--- src/sv/sorted_max_priority_queue_defines.svh ---
// Assertion macros used by the sorted max-priority queue sequencer.
`ifndef SORTED_MAX_PRIORITY_QUEUE_DEFINES_SVH
`define SORTED_MAX_PRIORITY_QUEUE_DEFINES_SVH

// Condition that must hold at every clock edge outside reset.
`define SMPQ_ASSERT_ALWAYS(lbl, expr, msg) \
   lbl: assert property (@(posedge clock) disable iff (reset) (expr)) else $error(msg);

// Condition that must hold in the same cycle as its trigger.
`define SMPQ_ASSERT_IMPLY(lbl, ante, cons, msg) \
   lbl: assert property (@(posedge clock) disable iff (reset) (ante) |-> (cons)) \
      else $error(msg);

// Condition that must hold in the cycle after its trigger.
`define SMPQ_ASSERT_NEXT(lbl, ante, cons, msg) \
   lbl: assert property (@(posedge clock) disable iff (reset) (ante) |=> (cons)) \
      else $error(msg);

`endif

--- src/sv/smpq_pkg.sv ---
// Types and constants shared by the sorted max-priority queue modules.
package smpq_pkg;

   localparam int CAPACITY = 16;
   localparam int IDX_W    = $clog2(CAPACITY);
   localparam int CNT_W    = $clog2(CAPACITY + 1);
   localparam int VAL_W    = 32;
   localparam int OCC_W    = 5;

   localparam logic CMD_INSERT = 1'b0;
   localparam logic CMD_REMOVE = 1'b1;

   typedef enum logic [1:0] {
      STATUS_INSERTED = 2'd0,
      STATUS_REMOVED  = 2'd1,
      STATUS_EMPTY    = 2'd2,
      STATUS_FULL     = 2'd3
   } status_type;

   typedef struct packed {
      logic                    we;
      logic [IDX_W-1:0]        waddr;
      logic signed [VAL_W-1:0] wdata;
      logic [IDX_W-1:0]        raddr;
   } mem_req_type;

   typedef struct packed {
      logic signed [VAL_W-1:0] out_value;
      status_type              status;
      logic [OCC_W-1:0]        occupancy;
   } res_type;

endpackage

--- src/sv/smpq_store.sv ---
// Sorted entry store: one write port and one registered read port.
module smpq_store
   import smpq_pkg::*;
(
   input  logic                    clock,
   input  mem_req_type             mem_req,
   output logic signed [VAL_W-1:0] rdata
);

   logic signed [VAL_W-1:0] mem_ff [CAPACITY];
   logic signed [VAL_W-1:0] rdata_ff;

   always_ff @(posedge clock) begin
      if (mem_req.we) begin
         mem_ff[mem_req.waddr] <= mem_req.wdata;
      end
      rdata_ff <= mem_ff[mem_req.raddr];
   end

   assign rdata = rdata_ff;

endmodule

--- src/sv/smpq_ctrl.sv ---
// Sequencer with the shared compare unit that walks the store one entry a cycle.
`include "sorted_max_priority_queue_defines.svh"
module smpq_ctrl
   import smpq_pkg::*;
(
   input  logic                    clock,
   input  logic                    reset,
   input  logic                    req_valid,
   output logic                    req_ready,
   input  logic                    req_cmd,
   input  logic signed [VAL_W-1:0] req_value,
   output mem_req_type             mem_req,
   input  logic signed [VAL_W-1:0] rdata,
   output logic                    res_valid,
   output res_type                 res,
   input  logic                    out_free
);

   typedef enum logic [5:0] {
      ST_IDLE      = 6'b000001,
      ST_INS_CMP   = 6'b000010,
      ST_INS_PUT   = 6'b000100,
      ST_REM_HEAD  = 6'b001000,
      ST_REM_SHIFT = 6'b010000,
      ST_FINISH    = 6'b100000
   } state_type;

   state_type               state_ff, state_in;
   logic signed [VAL_W-1:0] value_ff, value_in;
   logic [IDX_W-1:0]        idx_ff, idx_in;
   logic [CNT_W-1:0]        count_ff, count_in;
   logic signed [VAL_W-1:0] res_value_ff, res_value_in;
   status_type              res_status_ff, res_status_in;
   logic                    shift_up;
   logic [CNT_W-1:0]        count_next;

   // Shared compare unit: the stored entry moves back when it is not above the new value.
   assign shift_up = (rdata <= value_ff);

   always_comb begin
      unique case (res_status_ff)
         STATUS_INSERTED: count_next = count_ff + 1'b1;
         STATUS_REMOVED:  count_next = count_ff - 1'b1;
         default:         count_next = count_ff;
      endcase
   end

   always_comb begin
      state_in      = state_ff;
      value_in      = value_ff;
      idx_in        = idx_ff;
      count_in      = count_ff;
      res_value_in  = res_value_ff;
      res_status_in = res_status_ff;
      mem_req.we    = 1'b0;
      mem_req.waddr = idx_ff;
      mem_req.wdata = value_ff;
      mem_req.raddr = idx_ff;
      req_ready     = 1'b0;
      res_valid     = 1'b0;

      unique case (state_ff)
         ST_IDLE: begin
            req_ready = 1'b1;
            if (req_valid) begin
               value_in     = req_value;
               res_value_in = '0;
               if (req_cmd == CMD_INSERT) begin
                  if (count_ff == CNT_W'(CAPACITY)) begin
                     res_status_in = STATUS_FULL;
                     state_in      = ST_FINISH;
                  end else if (count_ff == '0) begin
                     mem_req.we    = 1'b1;
                     mem_req.waddr = '0;
                     mem_req.wdata = req_value;
                     res_status_in = STATUS_INSERTED;
                     state_in      = ST_FINISH;
                  end else begin
                     mem_req.raddr = IDX_W'(count_ff - 1'b1);
                     idx_in        = IDX_W'(count_ff - 1'b1);
                     state_in      = ST_INS_CMP;
                  end
               end else begin
                  if (count_ff == '0) begin
                     res_status_in = STATUS_EMPTY;
                     state_in      = ST_FINISH;
                  end else begin
                     mem_req.raddr = '0;
                     idx_in        = '0;
                     state_in      = ST_REM_HEAD;
                  end
               end
            end
         end
         ST_INS_CMP: begin
            mem_req.we    = 1'b1;
            mem_req.waddr = idx_ff + 1'b1;
            if (shift_up) begin
               mem_req.wdata = rdata;
               if (idx_ff == '0) begin
                  state_in = ST_INS_PUT;
               end else begin
                  idx_in        = idx_ff - 1'b1;
                  mem_req.raddr = idx_ff - 1'b1;
               end
            end else begin
               mem_req.wdata = value_ff;
               res_status_in = STATUS_INSERTED;
               state_in      = ST_FINISH;
            end
         end
         ST_INS_PUT: begin
            mem_req.we    = 1'b1;
            mem_req.waddr = '0;
            mem_req.wdata = value_ff;
            res_status_in = STATUS_INSERTED;
            state_in      = ST_FINISH;
         end
         ST_REM_HEAD: begin
            res_value_in  = rdata;
            res_status_in = STATUS_REMOVED;
            if (count_ff == CNT_W'(1)) begin
               state_in = ST_FINISH;
            end else begin
               idx_in        = IDX_W'(1);
               mem_req.raddr = IDX_W'(1);
               state_in      = ST_REM_SHIFT;
            end
         end
         ST_REM_SHIFT: begin
            mem_req.we    = 1'b1;
            mem_req.waddr = idx_ff - 1'b1;
            mem_req.wdata = rdata;
            if (CNT_W'(idx_ff) + 1'b1 == count_ff) begin
               state_in = ST_FINISH;
            end else begin
               idx_in        = idx_ff + 1'b1;
               mem_req.raddr = idx_ff + 1'b1;
            end
         end
         ST_FINISH: begin
            res_valid = 1'b1;
            if (out_free) begin
               count_in = count_next;
               state_in = ST_IDLE;
            end
         end
         default: begin
            state_in = ST_IDLE;
         end
      endcase
   end

   assign res.out_value = res_value_ff;
   assign res.status    = res_status_ff;
   assign res.occupancy = OCC_W'(count_next);

   always_ff @(posedge clock) begin
      if (reset) begin
         state_ff <= ST_IDLE;
         count_ff <= '0;
      end else begin
         state_ff <= state_in;
         count_ff <= count_in;
      end
   end

   always_ff @(posedge clock) begin
      value_ff      <= value_in;
      idx_ff        <= idx_in;
      res_value_ff  <= res_value_in;
      res_status_ff <= res_status_in;
   end

   `SMPQ_ASSERT_ALWAYS(a_count_bound, count_ff <= CNT_W'(CAPACITY), "count above capacity")
   `SMPQ_ASSERT_IMPLY(a_write_in_range, mem_req.we, CNT_W'(mem_req.waddr) <= count_ff, "write beyond fill")
   `SMPQ_ASSERT_NEXT(a_empty_remove, state_ff == ST_IDLE && req_valid && req_cmd == CMD_REMOVE && count_ff == '0, state_ff == ST_FINISH && res_status_ff == STATUS_EMPTY, "empty remove not reported")
   `SMPQ_ASSERT_NEXT(a_count_hold, state_ff != ST_FINISH, $stable(count_ff), "count moved outside finish")

endmodule

--- src/sv/sorted_max_priority_queue.sv ---
// Top level of the sorted max-priority queue with its result register.
//
// The queue keeps up to CAPACITY signed 32-bit values in descending order.
// Each request transaction carries a command (insert or remove largest) and a
// value; each one produces exactly one response transaction with the removed
// value, a status (inserted, removed, empty, full) and the occupancy after it.
// Equal values leave last in, first out. An insert into a full queue and a
// remove from an empty queue change nothing and report their status.
// The sequencer moves one entry per cycle through the store (one write port,
// one registered read port) and its one comparator: an insert walks from the
// last entry toward the head, moving entries back until its place is found;
// a remove reads the head and shifts the rest forward. A full or empty case
// and an insert into an empty queue need no walk. A new request is accepted
// only in the idle state, after the previous response has been handed over.
// The response sits in an output register, so a stalled receiver does not
// stop the next request being processed; only its final hand-over waits.
// Reset is synchronous and active high: the queue empties and no response is
// valid. Store contents are not cleared, since entries beyond the fill count
// are never read.
module sorted_max_priority_queue
   import smpq_pkg::*;
(
   input  logic                    clock,
   input  logic                    reset,
   input  logic                    req_valid,
   output logic                    req_ready,
   input  logic                    req_cmd,
   input  logic signed [VAL_W-1:0] req_value,
   output logic                    rsp_valid,
   input  logic                    rsp_ready,
   output logic signed [VAL_W-1:0] rsp_out_value,
   output logic [1:0]              rsp_status,
   output logic [OCC_W-1:0]        rsp_occupancy
);

   mem_req_type             mem_req;
   logic signed [VAL_W-1:0] rdata;
   logic                    res_valid;
   res_type                 res;
   logic                    out_free;
   logic                    rsp_valid_ff, rsp_valid_in;
   res_type                 rsp_ff, rsp_in;

   smpq_store u_store (
      .clock   (clock),
      .mem_req (mem_req),
      .rdata   (rdata)
   );

   smpq_ctrl u_ctrl (
      .clock     (clock),
      .reset     (reset),
      .req_valid (req_valid),
      .req_ready (req_ready),
      .req_cmd   (req_cmd),
      .req_value (req_value),
      .mem_req   (mem_req),
      .rdata     (rdata),
      .res_valid (res_valid),
      .res       (res),
      .out_free  (out_free)
   );

   // The register may take a new response when empty or being drained this cycle.
   assign out_free = !rsp_valid_ff || rsp_ready;

   always_comb begin
      rsp_valid_in = rsp_valid_ff;
      rsp_in       = rsp_ff;
      if (out_free) begin
         rsp_valid_in = res_valid;
         if (res_valid) begin
            rsp_in = res;
         end
      end
   end

   always_ff @(posedge clock) begin
      if (reset) begin
         rsp_valid_ff <= 1'b0;
      end else begin
         rsp_valid_ff <= rsp_valid_in;
      end
   end

   always_ff @(posedge clock) begin
      rsp_ff <= rsp_in;
   end

   assign rsp_valid     = rsp_valid_ff;
   assign rsp_out_value = rsp_ff.out_value;
   assign rsp_status    = rsp_ff.status;
   assign rsp_occupancy = rsp_ff.occupancy;

endmodule
--- config.mk ---
export PLATFORM = sky130hd
export DESIGN_NAME = sorted_max_priority_queue
export DESIGN_NICKNAME = d
export VERILOG_FILES = /design/src/sv/smpq_pkg.sv /design/src/sv/smpq_store.sv /design/src/sv/smpq_ctrl.sv /design/src/sv/sorted_max_priority_queue.sv
export VERILOG_INCLUDE_DIRS = /design/src /design/src/sv
export SDC_FILE = /design/constraint.sdc
export NUM_CORES = 1
export LEC_CHECK = 0
export BUFFER_PORTS_ARGS = -buffer_cell sky130_fd_sc_hd__buf_2
export CAP_MARGIN = 20
export CORE_MARGIN = 2
export CORE_UTILIZATION = 56
export DETAILED_ROUTE_END_ITERATION = 6
export GPL_TIMING_DRIVEN = 0
export PLACE_DENSITY = 0.77
export SKIP_LAST_GASP = 1
export SYNTH_ARGS = -nofsm -noshare
export SYNTH_HDL_FRONTEND = slang
export SYNTH_HIERARCHICAL = 1
export SYNTH_SLANG_ARGS = --single-unit
--- constraint.sdc ---
create_clock -name clock -period 13.2 [get_ports clock]
set_input_delay 0.66 -clock clock [delete_from_list [all_inputs] [get_ports clock]]
set_output_delay 0.66 -clock clock [all_outputs]
set_load 0.1 [all_outputs]
; ---- After elaboration in Yosys (flattened, before gate mapping)
; Memory sizes are Yosys's and may differ from the RTL's. A register that Yosys moved wholly into a read port is not among the register bits.
; Cells that the tools add are included.
[op_classes]
n_mux = 43
reduce_logical = 15
order_cmp = 1
n_eq_ne = 18
add_sub_neg = 5
[ops]
columns = cell, n
row1 = $pmux W37 S4, 1
row2 = $mux W41, 2
row3 = $mux W37, 2
row4 = $mux W32, 2
row5 = $pmux W32 S2, 1
row6 = $mux W6, 10
row7 = $mux W4, 10
row8 = $pmux W6 S6, 1
row9 = $le A32 B32 Y1, 1
row10 = $pmux W4 S4, 2
row11 = $mux W2, 6
row12 = $pmux W5 S2, 1
row13 = $pmux W2 S4, 1
row14 = $reduce_and A2 Y1, 4
row15 = $reduce_bool A4 Y1, 2
row16 = $eq A6 B1 Y1 const B, 1
row17 = $eq A6 B2 Y1 const B, 1
row18 = $eq A6 B3 Y1 const B, 1
row19 = $eq A6 B4 Y1 const B, 1
row20 = $eq A6 B5 Y1 const B, 1
row21 = $eq A6 B6 Y1 const B, 1
row22 = $ne A2 B2 Y1 const B, 3
row23 = $ne A3 B3 Y1 const B, 2
row24 = $add A4 B1 Y5 const B, 1
row25 = other kinds (21), 24
[word_totals]
mem_bits_rw = 512
ff_bits = 121
memories = 1
in_bits = 37
[mem_list]
columns = memory, depth, word_bits, rd, rd_clocked_by_memory_dff, wr, line_no
row1 = u_store.mem_ff, 16, 32, 1, 1, 1, smpq_store.sv:10  ; logic signed [VAL_W-1:0] mem_ff [CAPACITY];

; ---- Depth between registers and ports, before layout
; Gate-level depths: netlist of run 1.
[depth]
word_depth = 8
ltp_mapped = 16

; ---- By module
; Netlist of run 1, hierarchy kept.
[modules_own_cells]
columns = mod, n_inst, cells_each, seq_area_each_um2, area_each_um2
row1 = smpq_store, 1, 838, 16015.4, 19835.3
row2 = smpq_ctrl, 1, 627, 2322.2, 5562.8
row3 = sorted_max_priority_queue, 1, 44, 1191.1, 1226.2

; ---- Least setup slack after synthesis of run 1
; Ideal clock, no wire load.
[synth_timing]
kind = register to register
from = reg u_ctrl.state_ff[2]
to = mem u_store.mem_ff[0][0], enable pin
arrival_ps = 4984
path_stages_with_launch = 13
n_path_buf = 2
setup_ps = 461
synth_period_minus_slack_ps = 5445
setup_slack_ps = 7755
cell_sequence = dfxtp_1 > nor4_1 > nand3b_1 > inv_2 > or4_1 > buf_4 > and2_1 > buf_4 > nand2_1 > nand2_1 > o311ai_0 > or3b_2 > nor3_1
[synth_lines]
columns = item, line_no
row1 = "start, declared", smpq_ctrl.sv:28  ; state_type state_ff, state_in;
row2 = "start signal, assigned", smpq_ctrl.sv:163  ; state_ff <= state_in;
row3 = "end, declared", smpq_store.sv:10

==> metrics.yaml, run 1 <==
power:
  power_frac_seq_pct: 37.6
  p_sw_mw: 3.173
  swShare_pct: 36.97
  max-vdd-ir-drop_mv: 0.1315
  p_per_area_nw_per_um2: 279.6
  internal_power_mw: 5.409
  power_frac_comb_pct: 40.8
  p_clk_share_pct: 21.6
  p_leak_nw: 10.45
timing:
  setup_viol: 0
  grt_setup_unrepaired: "false"
  hold_viol: 0
  timing.final.crit_share_pct: 40.40
  min_period_ns: 5.332
  timing.hold.ws_ns: 0.2216
  fmax_ghz: 0.1875
  final.setup.tns_ns: 0
  fin_skew_ns: 0.02969
  worst_pin_slew_ns: 1.110
  maxSlewViolCount: 0
  slew_headroom_pct: 25.97
yosys:
  ys_seq_area_share_pct: 73.35
  ys_seq_elements: 665
  ys_warn_count: 6
  synth_edf_count: 621
  netlist_instances: 1509
  syn_area_per_cell_um2: 17.64
  netlist_area_um2: 26620
  synthArstFlopShare_pct: 0
  synth.distinct_cells: 74
  synth_nets: 1583
  synthFlopType: "edfxtp_1"
routing:
  post_drt_via_cell_ratio: 6.650
  vias: 15770
  drc_errors: 0
  drt_iter0_drc: 2296
  drtPass1Iterations: 6
  detail-route-antenna-nets: 0
  wirelength_um: 70950
  wire_per_inst_um: 29.93
cts:
  cts_repair_resize_count: 0
  numCtsBuffers: 69
  cts.clk_slew.worst_paths_ns: 0.06
  root_buffer: "clkbuf_16"
  h-tree-depth: 3
  ctsHoldBuffers: 0
  cts_max_path_buffers: 3
  insertion_delay_ns: 0.63
  clkSinkCount: 665
  post_cts_buffers: 0
  cts_tree: "done"
floorplan:
  start_util_pct: 56.95
  coreArea_um2: 46750
  ioPinCount: 78
  die_h_um: 222.0
  row_count: 79
  die_x_um: 222.0
  die_area_um2: 49300
cells_and_area:
  seq_area_um2: 19530
  drive_above_1_share_pct: 23.70
  fill_cells: 3007
  multiInputGateArea_um2: 6574
  num-nets-final: 1785
  final_cells: 2371
  final_core_util_pct: 65.65
  syn_to_final_growth_pct: 15.28
  diodes: 0
job:
  drv_cap: 0
global_route:
  grt_usage_pct: 29.30
  antenna_found_initial: 3
  grt_pass1_wl_um: 103500
  grt_pass1_vias: 15840
  grt_max_degree: 40
  grt_overflow_total: 0
placed_design:
  dp_hpwl_um: 44960
  place_inst: 2221
  portBuffers: 76
  gp_congestion: 0.9262
status:
  status: "finished clean"
critical_path:
  crit_path_end_kind: "flop"
  start_kind: "flop"
  worstPathRequired_ns: 13.75
  crit_path_max_fanout: 10
  critPathArrivalTime_ns: 5.88
  critPathKind: "reg -> reg"
min_path:
  holdCritPathClass: "in -> reg"
[cell usage in the layout, fill, tap and decap left out, drive strengths merged, types with 4 or more instances in the layout]
cell,netlist,final
a21oi,42,42
nand3,15,15
a211oi,4,4
xnor2,5,5
nor4,8,8
o211ai,27,27
nor2,73,73
o21ai,37,37
xor2,7,7
or3,4,4
nand4,7,7
inv,70,74
or3b,4,4
clkinv,0,30
nor2b,4,4
clkbuf,34,120
a22oi,72,72
nor3b,5,5
nor3,20,20
a221oi,12,12
nand2b,9,9
ha,37,37
buf,43,172
edfxtp,621,621
nand2,104,104
dfxtp,44,44
and2,14,14
mux4,128,128
nand3b,8,8
[cell families after synthesis]
| logic type | Yosys count | share of synthesized area [%] |
|---|---|---|
| xor+xnor | 12 | 0.3948 |
| compound gates | 231 | 6.006 |
| simple gates | 286 | 5.188 |
| fa+ha+maj | 37 | 1.739 |
| buf+inv | 147 | 2.383 |
| flops | 665 | 73.35 |
| mux | 131 | 10.94 |
[per-stage QoR]
stage / instance area [um^2] / setup WS, ns / power [mW]
after CTS: 30490 / 8.027 / 8.470
after detailed placement: 28330 / 8.068 / 6.582
final: 30690 / 7.868 / 8.581
after floorplan: 26620 / 7.755 / 5.443
after global placement: 27760 / 4.361 / 6.383
after global routing: 30690 / 7.700 / 8.903
[sequential cells by signal, indices dropped and copies added (netlist names)]
signal	flops
u_store/mem_ff	512
rsp_out_value	32
u_ctrl/res_value_ff	32
u_ctrl/value_ff	32
u_store/rdata	32
u_ctrl/state_ff	6
rsp_occupancy	5
u_ctrl/count_ff	5
u_ctrl/idx_ff	4
rsp_status	2
u_ctrl/res_status_ff	2
rsp_valid	1
[cell type report]
cell class / count / area share, %
inverters: 70 / 0.8561
flip-flops and latches: 665 / 63.63
multi-input cells: 697 / 21.42
well taps: 607 / 2.475
clock buffers: 84 / 5.944
repair buffers: 131 / 3.363
clock inverters: 40 / 1.105
plain buffers: 77 / 1.211
[cell usage after synthesis, types with 7 or more instances]
cell | n | share of area, %
a21oi_1 | 41 | 0.77
a221oi_1 | 12 | 0.39
a22oi_1 | 72 | 2.0
and2_1 | 13 | 0.31
buf_1 | 13 | 0.18
buf_2 | 15 | 0.28
buf_4 | 13 | 0.37
clkbuf_1 | 34 | 0.48
dfxtp_1 | 44 | 3.3
edfxtp_1 | 621 | 70
ha_1 | 37 | 1.7
inv_1 | 68 | 0.96
mux4_2 | 128 | 11
nand2_1 | 104 | 1.5
nand2b_1 | 8 | 0.19
nand3_1 | 15 | 0.28
nand3b_1 | 8 | 0.23
nand4_1 | 7 | 0.16
nor2_1 | 73 | 1.0
nor3_1 | 19 | 0.36
nor4_1 | 8 | 0.19
o211ai_1 | 27 | 0.76
o21ai_0 | 33 | 0.62
xor2_1 | 7 | 0.23
[path summary, 6_finish.rpt]
path,startpoint,endpoint,slack (ns),depth (start not counted)
worst min register to register,u_ctrl/res_value_ff[28],rsp_out_value[28],0.42,0
worst max register to register,u_ctrl/value_ff[9],u_store/rdata[7],7.87,14
worst max-delay path,u_ctrl/value_ff[9],u_store/rdata[7],7.87,14
worst min-delay path,reset,rsp_valid,0.22,2
[critical path, cell delays in order, from the launching register on]
cell      delay, ns
edfxtp_1       0.40
inv_1          0.07
ha_1           0.30
nand4_1        0.16
nor4_1         0.62
a21bo_2        0.34
a311oi_2       0.46
nor3_1         0.16
buf_2          0.29
a41oi_1        0.33
nand3_1        0.21
nor2_1         0.75
clkbuf_1       0.73
a22oi_1        0.26
nand2_1        0.19
[layer usage]
layer  vias up  routed length (um)  share of wire (%)  track usage, %
met5         -                  27              0.038               0
met4         4                3732                5.3           14.43
met3       248                8914                 13           8.415
met2      1121               32680                 46           45.04
met1      7950               25600                 36           38.78
li1       6445                   -                  -               -
[power groups by stage]
stage | sequential, mW | clock, mW | combinational [mW]
3_5_place_dp | 3.27 | 0 | 3.31
4_1_cts | 3.24 | 1.88 | 3.35
6_report | 3.22 | 1.86 | 3.50
5_1_grt | 3.25 | 1.96 | 3.69
2_1_floorplan | 3.31 | 0 | 2.13
3_3_place_gp | 3.28 | 0 | 3.11
Power figures use the tool's default switching activity.
==> run 2, diff against run 1 <==
clock period = 5.4 ns   (was 13.2 ns; I/O delays follow)
==> metrics.yaml, run 2 (synthesized netlist as in run 1, its figures left out) <==
status:
  status: "finished clean"
power:
  swShare_pct: 36.68
  power_frac_seq_pct: 37.4
  p_leak_nw: 10.61
  p_per_area_nw_per_um2: 676.5
  power_frac_comb_pct: 40.9
  max-vdd-ir-drop_mv: 0.3376
  p_sw_mw: 7.707
  internal_power_mw: 13.30
  p_clk_share_pct: 21.6
placed_design:
  dpl-instance-area_um2: 28350
  place_inst: 2221
  dp_hpwl_um: 44410
  gp_congestion: 0.9459
  portBuffers: 76
global_route:
  grt_pass1_wl_um: 102900
  grt_overflow_total: 0
  grt_pass1_vias: 15880
  grt_max_degree: 40
  antenna_found_initial: 3
  grt_usage_pct: 29.12
cts:
  post_cts_buffers: 0
  cts_max_path_buffers: 3
  cts_tree: "done"
  insertion_delay_ns: 0.61
  cts.clk_slew.worst_paths_ns: 0.06
  root_buffer: "clkbuf_16"
  numCtsBuffers: 67
  clkSinkCount: 665
  h-tree-depth: 3
routing:
  vias: 15930
  drc_errors: 0
  detail-route-antenna-nets: 0
  wl_met3_um: 8894
  drt-met1-wl_um: 25210
  wl_met2_um: 32910
  highest_layer: "met5"
  drt_iter0_drc: 2436
  drtPass1Iterations: 6
  post_drt_via_cell_ratio: 6.620
  wire_per_inst_um: 29.40
  wirelength_um: 70740
timing:
  worst_pin_slew_ns: 1.078
  timing.final.crit_share_pct: 96.93
  setup_viol: 0
  grt_setup_unrepaired: "false"
  hold_viol: 0
  fmax_ghz: 0.1910
  min_period_ns: 5.234
  slew_headroom_pct: 27.84
  fin_skew_ns: 0.02479
  maxSlewViolCount: 0
min_path:
  min_to: "u_ctrl/state_ff[5]"
  holdCritPathClass: "in -> reg"
  min_from: "rsp_ready"
  holdPathStages: 3
cells_and_area:
  drive_above_1_share_pct: 23.75
  final_common_cell: "edfxtp_1"
  final_area_um2: 31060
  final_cells: 2406
  largest_reg_flops: 512
  syn_to_final_growth_pct: 16.65
  max_flop_register: "u_store/mem_ff"
  mostFrequentLayoutCells: "621 x edfxtp_1, 128 x mux4_2, 103 x nand2_1"
  num-nets-final: 1818
floorplan:
  die_h_um: 222.0
  ioPinCount: 78
  start_util_pct: 56.95
  row_count: 79
  die_x_um: 222.0
  coreArea_um2: 46750
  die_area_um2: 49300
critical_path:
  r2r-start: "u_ctrl/value_ff[13]"
  worstPathRequired_ns: 5.95
  critPathKind: "reg -> reg"
  crit_path_max_fanout: 10
  critPathArrivalTime_ns: 5.78
  regToRegSetupSlack_ns: 0.17
  reg2reg_depth: 14
  r2r_end: "u_store/rdata[20]"
  crit_chain: "inv_1 -> ha_1 -> nand4_1 -> nor4_1 -> a21bo_2 -> a311oi_2 -> nor3_1 -> buf_2 -> a41oi_1 -> nand3_1 -> nor2_1 -> clkbuf_1 -> a22oi_1 -> nand2_1"
  critical-path-max-stage-delay_ns: 0.69
  crit_path_end_kind: "flop"
  start_kind: "flop"
  slowest_stage: "nor4_1"
job:
  drv_cap: 0
-- run 2: worst max-delay path by stage --
stage,from,endpoint,slack [ns],cells after the start
2_1_floorplan,u_ctrl/state_ff[2],u_store/mem_ff[4][0],0.21,12
3_3_place_gp,u_ctrl/count_ff[0],u_store/mem_ff[4][13],-3.13,13
3_5_place_dp,u_ctrl/value_ff[13],u_store/rdata[7],0.37,14
4_1_cts,u_ctrl/value_ff[13],u_store/rdata[7],0.26,14
5_1_grt,u_ctrl/value_ff[13],u_store/rdata[27],0.03,14
6_report,u_ctrl/value_ff[13],u_store/rdata[20],0.17,14
-- run 2: area by class of cell --
class | count | area, um^2
Antenna cell | 1 | 2.502
Buffer | 77 | 375.4
Clock buffer | 91 | 1849
Clock inverter | 32 | 306.5
Fill cell | 2974 | 15700
Inverter | 70 | 262.8
Multi-Input combinational cell | 697 | 6584
Sequential cell | 665 | 19530
Tap cell | 607 | 759.5
Timing Repair Buffer | 166 | 1389
-- run 2: power by group through the flow --
| stage | clock network (mW) | registers, mW | logic (mW) |
|---|---|---|---|
| floorplan | 0 | 8.09 | 5.22 |
| global route | 4.81 | 7.92 | 9.08 |
| global placement | 0 | 7.99 | 7.59 |
| CTS | 4.60 | 7.89 | 8.24 |
| detailed placement | 0 | 7.99 | 8.10 |
| finish | 4.55 | 7.86 | 8.60 |
-- run 2: timing repair --
item	4_1_cts	5_1_grt
resized for setup	0	8
hold buffers	34	0
endpoints found under the hold margin	33	0
setup endpoints to repair	0	18
-- run 2: per-layer routing --
metal / track usage, % / vias up
met5: 0 / -
met4: 15.06 / 2
met3: 7.037 / 262
met2: 44.86 / 1167
met1: 39.09 / 7984
li1: - / 6513
-- run 2: per-stage QoR --
stage                     power (mW)  setup TNS, ns  hold WS, ns  utilization, %  worst slack [ns]
after floorplan                13.31              0       0.3324               -            0.2096
after global placement         15.58        -792.37       0.4022           59.39            -3.135
after detailed placement       16.09              0       0.4045           60.64            0.3654
after CTS                      20.74              0      0.03502           65.98            0.2632
after global routing           21.81              0      0.06573           66.42           0.03274
final                          21.01              0      0.04291           66.43            0.1657
-- run 2: worst max-delay path: cells and delay by family, from the launching register on --
kind | cells | cell delay [ns]
simple gates | 6 | 2.07
buf+inv | 3 | 1.03
compound gates | 4 | 1.33
fa+ha+maj | 1 | 0.31
flops | 1 | 0.40
==> run 3, diff against run 2 <==
--- a/config.mk
+++ b/config.mk
@@ -10,2 +10,3 @@
 export CAP_MARGIN = 20
+export CORE_ASPECT_RATIO = 1.5
 export CORE_MARGIN = 2
@@ -15,2 +16,3 @@
 export PLACE_DENSITY = 0.77
+export SETUP_SLACK_MARGIN = 0.3
 export SKIP_LAST_GASP = 1
--- a/constraint.sdc
+++ b/constraint.sdc
@@ -3,2 +3,2 @@
 set_output_delay 0.27 -clock clock [all_outputs]
-set_load 0.1 [all_outputs]
+set_load 0.02 [all_outputs]
==> metrics.yaml, run 3 (synthesized netlist as in run 1, its figures left out) <==
status:
  status: "finished clean"
timing:
  setup_viol: 0
  hold_viol: 0
  timing.final.crit_share_pct: 95.00
  slew_headroom_pct: 20.61
  grt_setup_unrepaired: "true"
  fmax_ghz: 0.1949
  min_period_ns: 5.130
  setup_slack_ns: 0.2702
  maxSlewViolCount: 0
  worst_pin_slew_ns: 1.191
  timing.hold.ws_ns: 0.02942
  fin_skew_ns: 0.02932
floorplan:
  ioPinCount: 78
  die_area_um2: 49340
  die_h_um: 271.1
  coreArea_um2: 46850
  row_count: 97
  die_x_um: 182.0
  start_util_pct: 56.83
placed_design:
  portBuffers: 76
  gp_congestion: 0.9424
  dp_hpwl_um: 49360
  pre_cts_ws_ns: -0.4488
routing:
  vias: 15760
  post_drt_via_cell_ratio: 6.633
  wirelength_um: 73640
  detail-route-antenna-nets: 0
  drtPass1Iterations: 5
  drc_errors: 0
  drt_iter0_drc: 1845
  wire_per_inst_um: 30.99
cts:
  root_buffer: "clkbuf_16"
  cts_max_path_buffers: 3
  clkSinkCount: 665
  cts.clk_slew.worst_paths_ns: 0.07
  cts_tree: "done"
  numCtsBuffers: 55
  insertion_delay_ns: 0.61
  h-tree-depth: 2
min_path:
  holdCritPathClass: "in -> reg"
  min_from: "rsp_ready"
critical_path:
  start_kind: "flop"
  crit_path_end_kind: "flop"
  critPathKind: "reg -> reg"
  critical-path-max-stage-delay_ns: 0.60
  worst_path_most_repeated_cell: "a21oi_1"
  critPathLaunch: "u_ctrl/value_ff[12]"
  worstPathRequired_ns: 5.83
  critPathArrivalTime_ns: 5.56
  crit_path_max_fanout: 10
  crit_chain: "inv_1 -> ha_1 -> nand4_1 -> nor4_4 -> a32o_1 -> a21oi_1 -> nor2_2 -> a21oi_1 -> a32oi_2 -> buf_2 -> clkdlybuf4s15_2 -> mux4_2 -> a22oi_1 -> nand2_1"
  r2r-start: "u_ctrl/value_ff[12]"
  slowest_stage: "nor4_4"
power:
  max-vdd-ir-drop_mv: 0.4417
  p_per_area_nw_per_um2: 668.3
  power_mw: 20.73
  p_leak_nw: 10.64
cells_and_area:
  final_common_cell: "edfxtp_1"
  largest_reg_flops: 512
  drive_above_1_share_pct: 25.03
  num-nets-final: 1811
  final_core_util_pct: 66.23
  fill_cells: 2964
  mostFrequentLayoutCells: "621 x edfxtp_1, 128 x mux4_2, 104 x nand2_1"
  max_flop_register: "u_store/mem_ff"
  diodes: 0
  syn_to_final_growth_pct: 16.53
job:
  drv_cap: 0
global_route:
  grt_pass1_wl_um: 105500
  grt_overflow_total: 0
  grt_max_degree: 40
  antenna_found_initial: 0
  grt_usage_pct: 29.92
  grt_pass1_vias: 16270
## run 3: layer usage
layer | global-route usage, % | vias to the layer above | part of all wire [%]
met5 | 0 | - | 0
met4 | 20.27 | 0 | 7.6
met3 | 3.904 | 307 | 7.6
met2 | 54.25 | 1010 | 53
met1 | 32.48 | 7963 | 32
li1 | - | 6480 | -
## run 3: worst max-delay path: cells and delay by family, from the launching register on
kind | cells | cell delay (ns)
AOI/OAI and AO/OA | 5 | 1.47
and+or+nand+nor | 4 | 1.38
buffers and inverters | 3 | 1.00
DFF | 1 | 0.43
muxes | 1 | 0.38
adders and majority gates | 1 | 0.28
## run 3: area by class of cell
cell class	count	area, um^2	share of cell area [%]
buffer	77	424.2	1.367
timing repair buffer	171	1503	4.844
multi-input combinational	697	6640	21.40
sequential	665	19530	62.95
tap	594	743.2	2.396
clock inverter	32	420.4	1.355
clock buffer	70	1503	4.844
inverter	70	262.8	0.8469
## run 3: path summary, 6_finish.rpt
path	end	slack (ns)	cells past startpoint
worst min register to register	rsp_out_value[25]	0.41	0
worst max-delay path	u_store/rdata[30]	0.27	14
worst min-delay path	u_ctrl/state_ff[5]	0.03	3
worst max register to register	u_store/rdata[30]	0.27	14
## run 3: metrics by stage
stage | area [um^2] | setup TNS (ns) | cells
floorplan | 26630 | 0 | 1509
global placement | 27760 | -677.13 | 2179
detailed placement | 28420 | -8.985 | 2212
CTS | 30760 | 0 | 2349
global route | 31020 | 0 | 2376
finish | 31020 | 0 | 2376
## run 3: report_power, final
group / leakage (nW) / switching [mW] / internal, mW / total [mW]
Combinational: 3.65 / 5.38 / 3.23 / 8.61
Clock: 0.949 / 1.82 / 2.41 / 4.23
Sequential: 6.05 / 0.366 / 7.52 / 7.89
## run 3: what timing repair did
action | 4_1_cts | 5_1_grt
gates resized for setup | 25 | 14
hold endpoints to repair | 33 | 0
setup endpoints to repair | 287 | 102
setup buffers | 1 | 4
pin swaps | 1 | 3
hold buffers | 34 | 0
